## config.mk

```make
export PLATFORM = sky130hd
export DESIGN_NAME = rbv_sqrt_pipe
export DESIGN_NICKNAME = d
export VERILOG_FILES = /design/src/rtl/rbv_pkg.sv /design/src/rtl/rbv_sqrt_pipe.sv
export SDC_FILE = /design/constraint.sdc
export NUM_CORES = 2
export LEC_CHECK = 0
export BUFFER_PORTS_ARGS = -buffer_cell sky130_fd_sc_hd__buf_2
export CAP_MARGIN = 25
export CORE_UTILIZATION = 35
export CTS_CLUSTER_DIAMETER = 50
export DETAILED_ROUTE_END_ITERATION = 6
export GPL_TIMING_DRIVEN = 0
export MAX_ROUTING_LAYER = met4
export SLEW_MARGIN = 20
export SYNTH_ARGS = -nofsm -noshare
export SYNTH_HDL_FRONTEND = slang
export SYNTH_SLANG_ARGS = --single-unit
export TNS_END_PERCENT = 100
```

## constraint.sdc

```tcl
create_clock -name clk -period 6.97 [get_ports clk]
set_clock_uncertainty 0.15 [all_clocks]
set_input_delay 0.3485 -clock clk [delete_from_list [all_inputs] [get_ports clk]]
set_output_delay 0.3485 -clock clk [all_outputs]
set_load 0.02 [all_outputs]
```

## src/rtl/rbv_pkg.sv

```systemverilog
// rbv_pkg: shared types and constants for the two-vector rotation block
// no dependencies; imported by every module of the block

package rbv_pkg;

    // field widths
    localparam int unsigned IN_W       = 16;
    localparam int unsigned ROOT_W     = 32;

    // pipelined unit depths
    localparam int unsigned SQRT_STEPS = 32;
    localparam int unsigned UDIV_STEPS = 31;
    localparam int unsigned QDIV_STEPS = 34;

    // one in Q2.14
    localparam logic signed [15:0] ONE_Q14 = 16'sd16384;

    // degenerate case codes
    typedef enum logic [1:0] {
        DEG_NONE = 2'd0,
        DEG_ZERO = 2'd1,
        DEG_PAR  = 2'd2
    } deg_t;

endpackage

```

## src/rtl/rbv_sqrt_pipe.sv

```systemverilog
// rbv_sqrt_pipe: pipelined integer square root of s * 2^32, one root bit per stage
// depends on rbv_pkg

module rbv_sqrt_pipe #(
    parameter int unsigned SW = 1
) (
    input  logic                       clk,
    input  logic                       en,
    input  logic [rbv_pkg::ROOT_W-1:0] s_in,
    input  logic [SW-1:0]              side_in,
    output logic [rbv_pkg::ROOT_W-1:0] root_out,
    output logic [SW-1:0]              side_out
);
    import rbv_pkg::*;

    localparam int unsigned NS = SQRT_STEPS;

    logic [ROOT_W+1:0] rem_q  [NS];
    logic [ROOT_W-1:0] root_q [NS];
    logic [ROOT_W-1:0] s_q    [NS];
    logic [SW-1:0]     side_q [NS];

    for (genvar k = 0; k < NS; k++) begin : g_step
        logic [ROOT_W+1:0] rem_p;
        logic [ROOT_W-1:0] root_p;
        logic [ROOT_W-1:0] s_p;
        logic [SW-1:0]     side_p;
        logic [ROOT_W+3:0] t;
        logic [ROOT_W+3:0] trial;
        logic [ROOT_W+1:0] rem_n;
        logic [ROOT_W-1:0] root_n;

        // previous stage or the input
        if (k == 0) begin : g_first
            assign rem_p  = '0;
            assign root_p = '0;
            assign s_p    = s_in;
            assign side_p = side_in;
        end
        else begin : g_next
            assign rem_p  = rem_q[k-1];
            assign root_p = root_q[k-1];
            assign s_p    = s_q[k-1];
            assign side_p = side_q[k-1];
        end

        // bring down two radicand bits, try root*4+1
        always_comb
        begin
            t     = {rem_p, s_p[ROOT_W-1:ROOT_W-2]};
            trial = {2'b00, root_p, 2'b01};
            if (t >= trial)
            begin
                rem_n  = (ROOT_W+2)'(t - trial);
                root_n = {root_p[ROOT_W-2:0], 1'b1};
            end
            else
            begin
                rem_n  = t[ROOT_W+1:0];
                root_n = {root_p[ROOT_W-2:0], 1'b0};
            end
        end

        always_ff @(posedge clk)
        begin
            if (en)
            begin
                rem_q[k]  <= rem_n;
                root_q[k] <= root_n;
                s_q[k]    <= {s_p[ROOT_W-3:0], 2'b00};
                side_q[k] <= side_p;
            end
        end
    end

    assign root_out = root_q[NS-1];
    assign side_out = side_q[NS-1];

endmodule

```

# Word level (Yosys, flattened, before mapping)
# Memory sizes are Yosys's and may differ from the RTL's.
# Index checks and enable logic that the tools add are counted.
dict set report op_classes {
  n_addsub 32
  order_cmp 32
  n_mux 66
}
# op count
set ops {}
lappend ops {{36-bit by 34-bit greater-or-equal comparator with 1-bit output} 31}
lappend ops {{34-bit 2-to-1 mux} 32}
lappend ops {{34-bit subtractor} 31}
lappend ops {{1-bit 2-to-1 mux} 34}
lappend ops {{2-bit by 1-bit subtractor with 3-bit output, second input constant} 1}
lappend ops {{2-bit by 1-bit greater-or-equal comparator with 1-bit output, second input constant} 1}
dict set report word_totals {
  reg_bits 0
  ram_bits 3104
  input_bits 35
  output_inout_bits 33
  wordCells 134
  memories 4
}
# name words word_bits rd rd_clocked_by_memory_dff write_ports line_no
set mem_list {}
lappend mem_list {rem_q 32 34 31 0 32 rbv_sqrt_pipe.sv:18} ;# logic [ROOT_W+1:0] rem_q [NS];
lappend mem_list {root_q 32 32 32 0 32 rbv_sqrt_pipe.sv:19} ;# logic [ROOT_W-1:0] root_q [NS];
lappend mem_list {s_q 32 30 31 0 32 rbv_sqrt_pipe.sv:20} ;# logic [ROOT_W-1:0] s_q [NS];
lappend mem_list {side_q 32 1 32 0 32 rbv_sqrt_pipe.sv:21} ;# logic [SW-1:0] side_q [NS];

# Logic depth before layout (Yosys ltp)
# An unclocked memory read counts as a cell.
dict set report depth {
  ltp_word 3
  ltp_mapped 15
  ltp_nobuf 14
}

# Worst setup path after synthesis
# No wires, ideal clock.
dict set report synth_timing {
  path_kind {register to register}
  startpoint {memory rem_q[1][442] (netlist name)}
  endpoint {memory rem_q[1][495] (netlist name) (data pin)}
  arrival_time_ps 3416
  required_time_ps 6560
  setup_slack_ps 3144
  stages_incl_launch_ff 13
  n_path_buf 2
  cell_sequence {edfxtp_1 ha_1 fa_1 a211oi_1 nor4_1 o311ai_0 a21oi_1 nor2b_1 o21ai_0 o21a_1 clkbuf_1 clkbuf_1 mux2_2}
}
# element line_no
set synth_rtl {}
lappend synth_rtl {{from (decl)} rbv_sqrt_pipe.sv:18}

==> out/metrics.cfg <==
[worst_setup_path]
crit_arrival_ns=5.89
start_kind=flip-flop
slowest_stage=o311ai_0
endpoint_kind=flip-flop
path_class=flip-flop to flip-flop
path_buf_inv=3
cpPeakStageDelay_ns=0.61
critPathTopFamily=compound AO/OA/AOI/OAI gates
critPathRequiredTime_ns=7.47
critPathMaxFanout=11
critical_path.cell_chain=ha_1 > fa_1 > a211oi_1 > nor4_1 > o311ai_0 > a21oi_1 > nor2b_1 > o21ai_0 > o21a_1 > clkbuf_1 > clkbuf_1 > buf_1 > a21oi_1

[routing]
wl_per_cell_microns=16.69
first_pass_iters=7
ant_nets=0
drt_iter0_markers=4073
viasPerCell=5.075
num_vias=61210
drt-total-wl_mm=201.3
drcViolationCount=14

[global_route]
first_global_vias=61520
gr-total-overflow=0
grt_usage_pct=15.04
antenna_found_initial=1
grt_pass1_wl_mm=320.9
grt_max_degree=154

[min_path]
hold_class=input pin to flip-flop

[clock_tree]
hold_buffers=66
numCtsBuffers=244
cts_setup_buffers=0
htreeDepth=4
clock_sinks=1788
cts_resized=0
worstSkewPairLatency_ns=0.92
cts_tree=built
root_buffer=clkbuf_16
cts_buffer_depth=4
clk_pin_slew_worst_paths_ns=0.06

[timing]
fmax_ghz=0.1855
slew_headroom_pct=28.27
fin_tns_setup_ns=0
tightest_slew_ns=1.073
setup_violations=0
period_share_pct=77.34
hold_violations=0
slew_viol_final=0
holdWs_ns=0.1044
min_period_ns=5.390
grt_setup_unrepaired=no

[synthesis]
synth_cells=7922
ys_top_cells_by_count=1788 x edfxtp_1, 682 x inv_1, 566 x a21oi_1
synth_seq_cells=1788
synth_top_cell_by_area=edfxtp_1
yosysMostFrequentCell=edfxtp_1
synth_top_area_share_pct=57.51
avgSynthCellArea_sq_um=11.79
ys.warnings.count=0
async_flop_share_pct=0
synth.top_cells.by_area=edfxtp_1 58%, ha_1 7.1%, xor2_1 3.8%, xnor2_1 3.7%, a21oi_1 3.0%
synth.cell_area_sq_mm=0.09337
synth_edf_count=1788
seq_area_frac_synth_pct=57.51
synthFlopType=edfxtp_1
synth_fp_nets=8503
ys_types=97

[floorplan]
die_w_microns=518.5
num_io_pins=68
core_sq_mm=0.2651
die_h_microns=518.5
dieArea_sq_mm=0.2688
placement_rows=189
start_util_pct=35.22

[placed_design]
dp.cells=11540
place.gp.congestion=0.9130
io_buffers=67
dp_hpwl_mm=148.3

[layout]
final_net_count=8897
drive_gt1_share_pct=8.470
utilization_pct=40.62
syn_to_final_growth_pct=15.33
final_cells=12060

[pwr]
p_leak_nw=41.29
power.total_w=0.03525
power_density_mw_per_mm2=327.4
peakVddDrop_mv=0.2683

[run_status]
status=finished, violations left
violations=design-rule violations

[run]
cap_viol_max_count=0

[power by group]
part	total [W]	internal, W	switching, W
combinational	0.00770	0.00328	0.00441
sequential	0.0149	0.0139	0.00101
clock	0.0127	0.00767	0.00501
[logic make-up after synthesis]
family | synth area share, %
buffers and inverters | 3.421
AO/OA/AOI/OAI | 11.32
adder cells (fa/ha/maj) | 7.437
other | 0.004016
flip-flops | 57.51
multiplexers | 1.520
XOR/XNOR | 7.429
AND/OR/NAND/NOR | 11.37
[final timing paths]
kind | startpoint | endpoint | slack (ns) | depth (start not counted)
hold / removal | s_in[30] | rem_q[0][0]$_DFFE_PP_ | 0.10 | 3
setup / recovery | rem_q[1][442]$_SDFFCE_PP0P_ | rem_q[1][506]$_DFFE_PP_ | 1.58 | 13
setup reg to reg | rem_q[1][442]$_SDFFCE_PP0P_ | rem_q[1][506]$_DFFE_PP_ | 1.58 | 13
hold reg to reg | s_q[0][84]$_DFFE_PP_ | s_q[0][116]$_DFFE_PP_ | 0.26 | 0
[placed cells by master, fill, tap and decap left out, types with 37 or more instances in the layout]
cell type / instances
a211oi_1: 56
a21o_1: 209
a21oi_1: 565
and3_1: 37
buf_2: 75
clkbuf_1: 145
clkbuf_16: 247
dlygate4sd3_1: 66
edfxtp_1: 1788
ha_1: 531
inv_1: 682
mux2_2: 118
nand2_1: 530
nand2b_1: 90
nand3_1: 142
nand4_1: 69
nor2_1: 559
nor2b_1: 65
nor3_1: 208
nor4_1: 117
o211ai_1: 39
o21a_1: 97
o21ai_0: 376
o21bai_1: 61
o31ai_1: 53
or2_2: 39
or3_1: 73
or4_1: 69
xnor2_1: 392
xor2_1: 400
[sequential cells by signal, indices dropped and copies added, names as in the netlist]
register  count
rem_q       988
root_q      528
s_q         240
side_q       32
[worst min-delay path, stage by stage]
cell and delay [ns]:
dlygate4sd3_1 0.52, buf_2 0.11, nor2b_1 0.04
[final cells by class]
type                            count  area [sq um]
Inverter                          688          2582
Antenna cell                        4         10.01
Sequential cell                  1788         53690
Fill cell                       24690        157400
Buffer                            150         611.8
Clock buffer                      266          6252
Clock inverter                    188          2198
Multi-Input combinational cell   5296         36530
Timing Repair Buffer              148          1386
Tap cell                         3533          4420
[per-layer routing]
layer | up-vias | wire length, microns | track usage [%]
li1 | 30000 | - | -
met1 | 29260 | 84280 | 17.27
met2 | 1451 | 101000 | 26.33
met3 | 494 | 8412 | 2.047
met4 | 0 | 7636 | 6.107
met5 | - | 0 | -
[metrics by stage]
| step | area (sq um) | setup slack (ns) |
|---|---|---|
| 4_1_cts | 107600 | 1.437 |
| 3_5_place_dp | 98520 | 1.488 |
| 2_1_floorplan | 93370 | 3.144 |
| 3_3_place_gp | 98120 | -22.46 |
| 5_1_grt | 107700 | 1.281 |
| 6_report | 107700 | 1.580 |
Note: power is estimated with default switching activity, not from simulation.
