File: config.mk
export PLATFORM = sky130hd
export DESIGN_NAME = rbv_div_pipe
export DESIGN_NICKNAME = d
export VERILOG_FILES = /design/src/rtl/rbv_pkg.sv /design/src/rtl/rbv_div_pipe.sv
export SDC_FILE = /design/constraint.sdc
export NUM_CORES = 1
export LEC_CHECK = 0
export BUFFER_PORTS_ARGS = -buffer_cell sky130_fd_sc_hd__buf_2
export CAP_MARGIN = 20
export CORE_ASPECT_RATIO = 0.75
export CORE_MARGIN = 8
export CORE_UTILIZATION = 50
export CTS_BUF_LIST = sky130_fd_sc_hd__clkbuf_8 sky130_fd_sc_hd__clkbuf_16
export CTS_CLUSTER_SIZE = 14
export DETAILED_ROUTE_END_ITERATION = 12
export GPL_TIMING_DRIVEN = 0
export PLACE_DENSITY = 0.79
export SLEW_MARGIN = 5
export SYNTH_ARGS = -nofsm -noshare
export SYNTH_HDL_FRONTEND = slang
export SYNTH_SLANG_ARGS = --single-unit
export TNS_END_PERCENT = 5
File: constraint.sdc
create_clock -name clk -period 2.5 [get_ports clk]
set_input_delay 0.125 -clock clk [delete_from_list [all_inputs] [get_ports clk]]
set_output_delay 0.125 -clock clk [all_outputs]
set_load 0.01 [all_outputs]
File: src/rtl/rbv_pkg.sv
// rbv_pkg: shared types and constants for the two-vector rotation block
// no dependencies; imported by every module of the block

package rbv_pkg;

    // field widths
    localparam int unsigned IN_W       = 16;
    localparam int unsigned ROOT_W     = 32;

    // pipelined unit depths
    localparam int unsigned SQRT_STEPS = 32;
    localparam int unsigned UDIV_STEPS = 31;
    localparam int unsigned QDIV_STEPS = 34;

    // one in Q2.14
    localparam logic signed [15:0] ONE_Q14 = 16'sd16384;

    // degenerate case codes
    typedef enum logic [1:0] {
        DEG_NONE = 2'd0,
        DEG_ZERO = 2'd1,
        DEG_PAR  = 2'd2
    } deg_t;

endpackage

File: src/rtl/rbv_div_pipe.sv
// rbv_div_pipe: pipelined restoring divider, one quotient bit per stage
// depends on rbv_pkg; rem_in must be below dvs_in for a meaningful quotient

module rbv_div_pipe #(
    parameter int unsigned NB = 8,
    parameter int unsigned RW = 8,
    parameter int unsigned SW = 1
) (
    input  logic          clk,
    input  logic          en,
    input  logic [RW-1:0] rem_in,
    input  logic [NB-1:0] low_in,
    input  logic [RW-1:0] dvs_in,
    input  logic [SW-1:0] side_in,
    output logic [NB-1:0] quo_out,
    output logic [SW-1:0] side_out
);
    import rbv_pkg::*;

    logic [RW-1:0] rem_q  [NB];
    logic [NB-1:0] low_q  [NB];
    logic [RW-1:0] dvs_q  [NB];
    logic [NB-1:0] quo_q  [NB];
    logic [SW-1:0] side_q [NB];

    for (genvar k = 0; k < NB; k++) begin : g_step
        logic [RW-1:0] rem_p;
        logic [NB-1:0] low_p;
        logic [RW-1:0] dvs_p;
        logic [NB-1:0] quo_p;
        logic [SW-1:0] side_p;
        logic [RW:0]   t;
        logic [RW-1:0] rem_n;
        logic          qb;

        if (k == 0) begin : g_first
            assign rem_p  = rem_in;
            assign low_p  = low_in;
            assign dvs_p  = dvs_in;
            assign quo_p  = '0;
            assign side_p = side_in;
        end
        else begin : g_next
            assign rem_p  = rem_q[k-1];
            assign low_p  = low_q[k-1];
            assign dvs_p  = dvs_q[k-1];
            assign quo_p  = quo_q[k-1];
            assign side_p = side_q[k-1];
        end

        // shift in next dividend bit, subtract divisor when it fits
        always_comb
        begin
            t = {rem_p, low_p[NB-1]};
            if (t >= {1'b0, dvs_p})
            begin
                rem_n = RW'(t - {1'b0, dvs_p});
                qb    = 1'b1;
            end
            else
            begin
                rem_n = t[RW-1:0];
                qb    = 1'b0;
            end
        end

        always_ff @(posedge clk)
        begin
            if (en)
            begin
                rem_q[k]  <= rem_n;
                low_q[k]  <= {low_p[NB-2:0], 1'b0};
                dvs_q[k]  <= dvs_p;
                quo_q[k]  <= {quo_p[NB-2:0], qb};
                side_q[k] <= side_p;
            end
        end
    end

    assign quo_out  = quo_q[NB-1];
    assign side_out = side_q[NB-1];

endmodule

* After elaboration in Yosys (flattened, before gate mapping)
Memory sizes are Yosys's and may differ from the RTL's.
Index checks and enable logic that the tools add are counted.
** Word-level totals
- Flip-flop bits (word level) :: 0
- RAM bits :: 256
- Output and inout port bits :: 9
- Word-level logic and storage cells :: 39
- Memories kept :: 5
** Operators by class
- Add/sub/neg operators :: 8
- Order comparisons :: 8
- Multiplexer cells :: 18
** Memory list
- dvs_q :: depth 8, bits a word 8, rd ports 7, clocked after memory_dff 0, write ports 8, RTL line rbv_div_pipe.sv:22 : logic [RW-1:0] dvs_q [NB];
- quo_q :: depth 8, bits a word 8, rd ports 8, clocked after memory_dff 0, write ports 8, RTL line rbv_div_pipe.sv:23 : logic [NB-1:0] quo_q [NB];
- rem_q :: depth 8, bits a word 8, rd ports 7, clocked after memory_dff 0, write ports 8, RTL line rbv_div_pipe.sv:20 : logic [RW-1:0] rem_q [NB];
- low_q :: depth 8, bits a word 7, rd ports 7, clocked after memory_dff 0, write ports 8, RTL line rbv_div_pipe.sv:21 : logic [NB-1:0] low_q [NB];
- side_q :: depth 8, bits a word 1, rd ports 8, clocked after memory_dff 0, write ports 8, RTL line rbv_div_pipe.sv:24 : logic [SW-1:0] side_q [NB];
** Operator list (number)
- $ge A9 B8 Y1 :: 8
- $mux W8 :: 8
- $sub A8 B8 Y8 :: 8
- $mux W1 :: 10

* Logic depth before layout (Yosys ltp)
An unclocked memory read counts as a cell.
- Word-level depth :: 3
- Mapped depth :: 8

* Worst setup path before layout
No wires, ideal clock.
- Path kind :: register to register
- From :: memory rem_q[1][2]
- To :: memory rem_q[2][2], data pin
- Library setup time :: 260 ps
- Arrival time :: 1829 ps
- Data required time :: 2240 ps
- Setup slack :: 412 ps
- Cell stages (with the launch flop) :: 7
- Clock period less this slack :: 2088 ps
- Path through :: edfxtp_1 -> ha_1 -> a21o_1 -> a21oi_1 -> a21oi_2 -> a21boi_4 -> mux2_2
** RTL lines (RTL line)
- start: declaration :: rbv_div_pipe.sv:20

==> flow_summary.toml <==
[outcome]
outcome = "finished, final reports clean"

[global_routing]
first_global_vias = 5293
grt_max_degree = 120
grt-ovfl-total = 0
grt_pass1_wl_microns = 25700
antenna_found_initial = 0
grt_usage = 0.142

[timing]
tightest_slew_ns = 0.667
setup_viol = 0
finalCriticalPeriod_ns = 2.39
fmax_mhz = 419
finalCritPeriodShare = 0.954
fin_skew_ns = 0.00888
holdWs_ns = 0.0273
slew_viol_final = 0
relSlewSlack = 0.555
hold_viol = 0

[setup_path]
rr_worst_depth = 6
arrival_ns = 2.57
worstPathRequired_ns = 2.68
worstPathCellList = "ha_1 > a21o_1 > a21oi_1 > a21oi_2 > a21boi_4 > mux2_2"
critPathSlowestCell = "ha_1"
cp-end-kind = "flip-flop"
critPathLaunchType = "flip-flop"
critPathMaxStageDelay_ns = 0.41
crit_type = "flip-flop to flip-flop"
critPathMaxFanout = 8

[cts]
clk_latency_ns = 0.43
htree_levels = 4
clk_pin_slew_ns = 0.07
cts_sinks = 184
cts-root-buf = "clkbuf_16"
cts_buffers = 17
clock_path_buffers = 2
tritoncts = "done"

[die]
start_util = 0.512
coreArea_sq_mm = 0.0177
die_h_microns = 132
rows = 42
dieArea_sq_mm = 0.0227
die-width_microns = 171
ios = 36

[cells_and_area]
syn2layout_area_growth_pct = 14.6
fin_nets = 859
n_fill_cell = 1424
seq_area_sq_mm = 0.00553
multi_input_area_sq_mm = 0.00316
antenna_cells = 0
layout-drive-gt1-share = 0.127
stdcell_area_sq_mm = 0.0103
final_cells = 1016

[yosys]
ys_ff_latch = 184
synth_area_leaders = "edfxtp_1, ha_1, inv_1, mux2_2, o21a_1"
synthCells = 687
synthesis.area_sq_mm = 0.00903
synth_warnings = 0
avgSynthCellArea_sq_um = 13.2
synth-edff-count = 184
yosysUniqueCellTypes = 47
ys_async_sr_fraction = 0
synth_top_area_frac = 0.612
synth_fp_nets = 785
synth_top_flop_cell = "edfxtp_1"
yosys.area.top_type = "edfxtp_1"
ys_seq_area_frac = 0.612

[pwr]
p_leak_nw = 4.11
ir_drop_mv = 0.473
power.density_mw_per_mm2 = 969

[worst_hold_path]
min_delay_path_depth = 2
hp-class = "input port to flip-flop"

[routing]
drtIter0Drc = 479
dr.pass1.iters = 5
drtAntennaViolNets = 0
vias = 5414
wirelength_microns = 15500
vias_per_cell = 5.33
wl_per_cell_microns = 15.3
route.detailed.drc = 0

[place]
portBuffers = 35
place_congestion = 0.856
dp_hpwl_microns = 10600
placedCellCount = 965
place_area_sq_mm = 0.00955

[job]
cap_viol_max_count = 0
cell type report:
type / instances / share of cell area
inverters: 93 / 0.0337
repair buffers: 55 / 0.0389
plain buffers: 4 / 0.00169
well taps: 242 / 0.0293
flip-flops and latches: 184 / 0.534
clock buffers: 17 / 0.0411
clock inverters: 15 / 0.0158
multi-input cells: 406 / 0.306
state kept, by name, summed over array words and instances (netlist names):
register  flops
dvs_q        56
low_q        28
quo_q        36
rem_q        56
side_q        8
through the flow:
step | power [W] | TNS, ns | utilization | setup WS, ns
floorplan | 0.00662 | 0 | - | 0.412
global placement | 0.00722 | -190.02 | 0.539 | -1.05
detailed placement | 0.00734 | 0 | 0.541 | 0.0602
CTS | 0.0101 | 0 | 0.585 | 0.0450
global route | 0.0106 | -0.00225 | 0.586 | -0.00225
finish | 0.0100 | 0 | 0.586 | 0.115
cell usage in the layout (no fill, tap or decap), types with 4 or more instances in the layout:
cell type / Yosys / layout
o211ai_1: 6 / 6
o31ai_1: 8 / 8
clkbuf_16: 0 / 17
or4_1: 4 / 4
o21bai_1: 7 / 7
a31oi_1: 4 / 4
nand2b_1: 4 / 4
a21oi_1: 27 / 25
edfxtp_1: 184 / 184
xnor2_1: 14 / 14
ha_1: 64 / 63
xor2_1: 6 / 6
nor4_1: 5 / 5
nor3_1: 16 / 16
a211oi_1: 4 / 4
o31a_1: 7 / 7
dlygate4sd3_1: 0 / 19
nor2b_1: 20 / 20
nor2_1: 24 / 24
o21a_1: 28 / 28
o21ai_0: 32 / 32
mux2_2: 20 / 20
a21o_1: 12 / 12
nand2_1: 39 / 39
fa_1: 7 / 7
buf_2: 2 / 36
mux2i_1: 8 / 8
nand3_1: 12 / 12
inv_1: 93 / 93
worst paths after layout:
path | from | end | slack, ns
setup / recovery | rem_q[1][2] | rem_q[2][4] | 0.11
hold / removal | rem_in[2] | rem_q[0][3] | 0.03
setup reg to reg | rem_q[1][2] | rem_q[2][4] | 0.11
hold reg to reg | low_q[3][5] | low_q[4][6] | 0.41
layer usage:
layer | GRT usage | share of wire | up-vias
met5 | 0 | 0 | -
met4 | 0.0439 | 0.0093 | 0
met3 | 0.0395 | 0.047 | 12
met2 | 0.215 | 0.45 | 124
met1 | 0.196 | 0.49 | 2577
li1 | - | - | 2701
where the power goes:
part / switching, W / leakage [nW] / internal, W
Clock: 0.00124 / 0.283 / 0.00141
Combinational: 0.00163 / 2.04 / 0.00136
Sequential: 0.000237 / 1.79 / 0.00414
cells by family (layout without fill, tap and decap cells):
kind of cell / Yosys count / in the layout / synth area share
buffers and inverters: 97 / 184 / 0.0406
AOI/OAI and AO/OA: 156 / 156 / 0.120
DFF: 184 / 184 / 0.612
adders and majority gates: 71 / 71 / 0.104
xor gates and xnor gates: 20 / 20 / 0.0194
muxes: 28 / 28 / 0.0338
and+or+nand+nor: 131 / 131 / 0.0702
synthesized netlist by cell type, types with 2 or more instances:
library cell	number
buf_2	2
nand2_1	39
o221ai_1	3
or4_1	4
o31a_1	7
nor2_1	24
a32oi_1	2
nor4_1	5
ha_1	64
o21ai_0	32
nor2b_1	20
nand4_1	3
a211oi_1	4
a21boi_1	3
a21boi_4	3
a21o_1	12
nor3_1	16
o31ai_1	8
o21a_1	28
clkbuf_1	2
nand3_1	12
xor2_1	6
mux2_2	20
a21oi_1	27
o21bai_1	7
o211ai_1	6
edfxtp_1	184
nand2b_1	4
a31oi_1	4
fa_1	7
inv_1	93
mux2i_1	8
xnor2_1	14
worst max-delay path: cells and delay by family (launching register included):
family                   cells  cell delay (ns)
flip-flops                   1             0.40
multiplexers                 1             0.39
adder cells (fa/ha/maj)      1             0.41
AO/OA/AOI/OAI                4             0.93
what timing repair did:
item,in CTS,in global routing
gates resized for setup,0,3
buffers inserted,0,0
endpoints found under the hold margin,19,0
hold buffers,19,0
setup endpoints to repair,0,13
(Power assumes the default switching activity.)
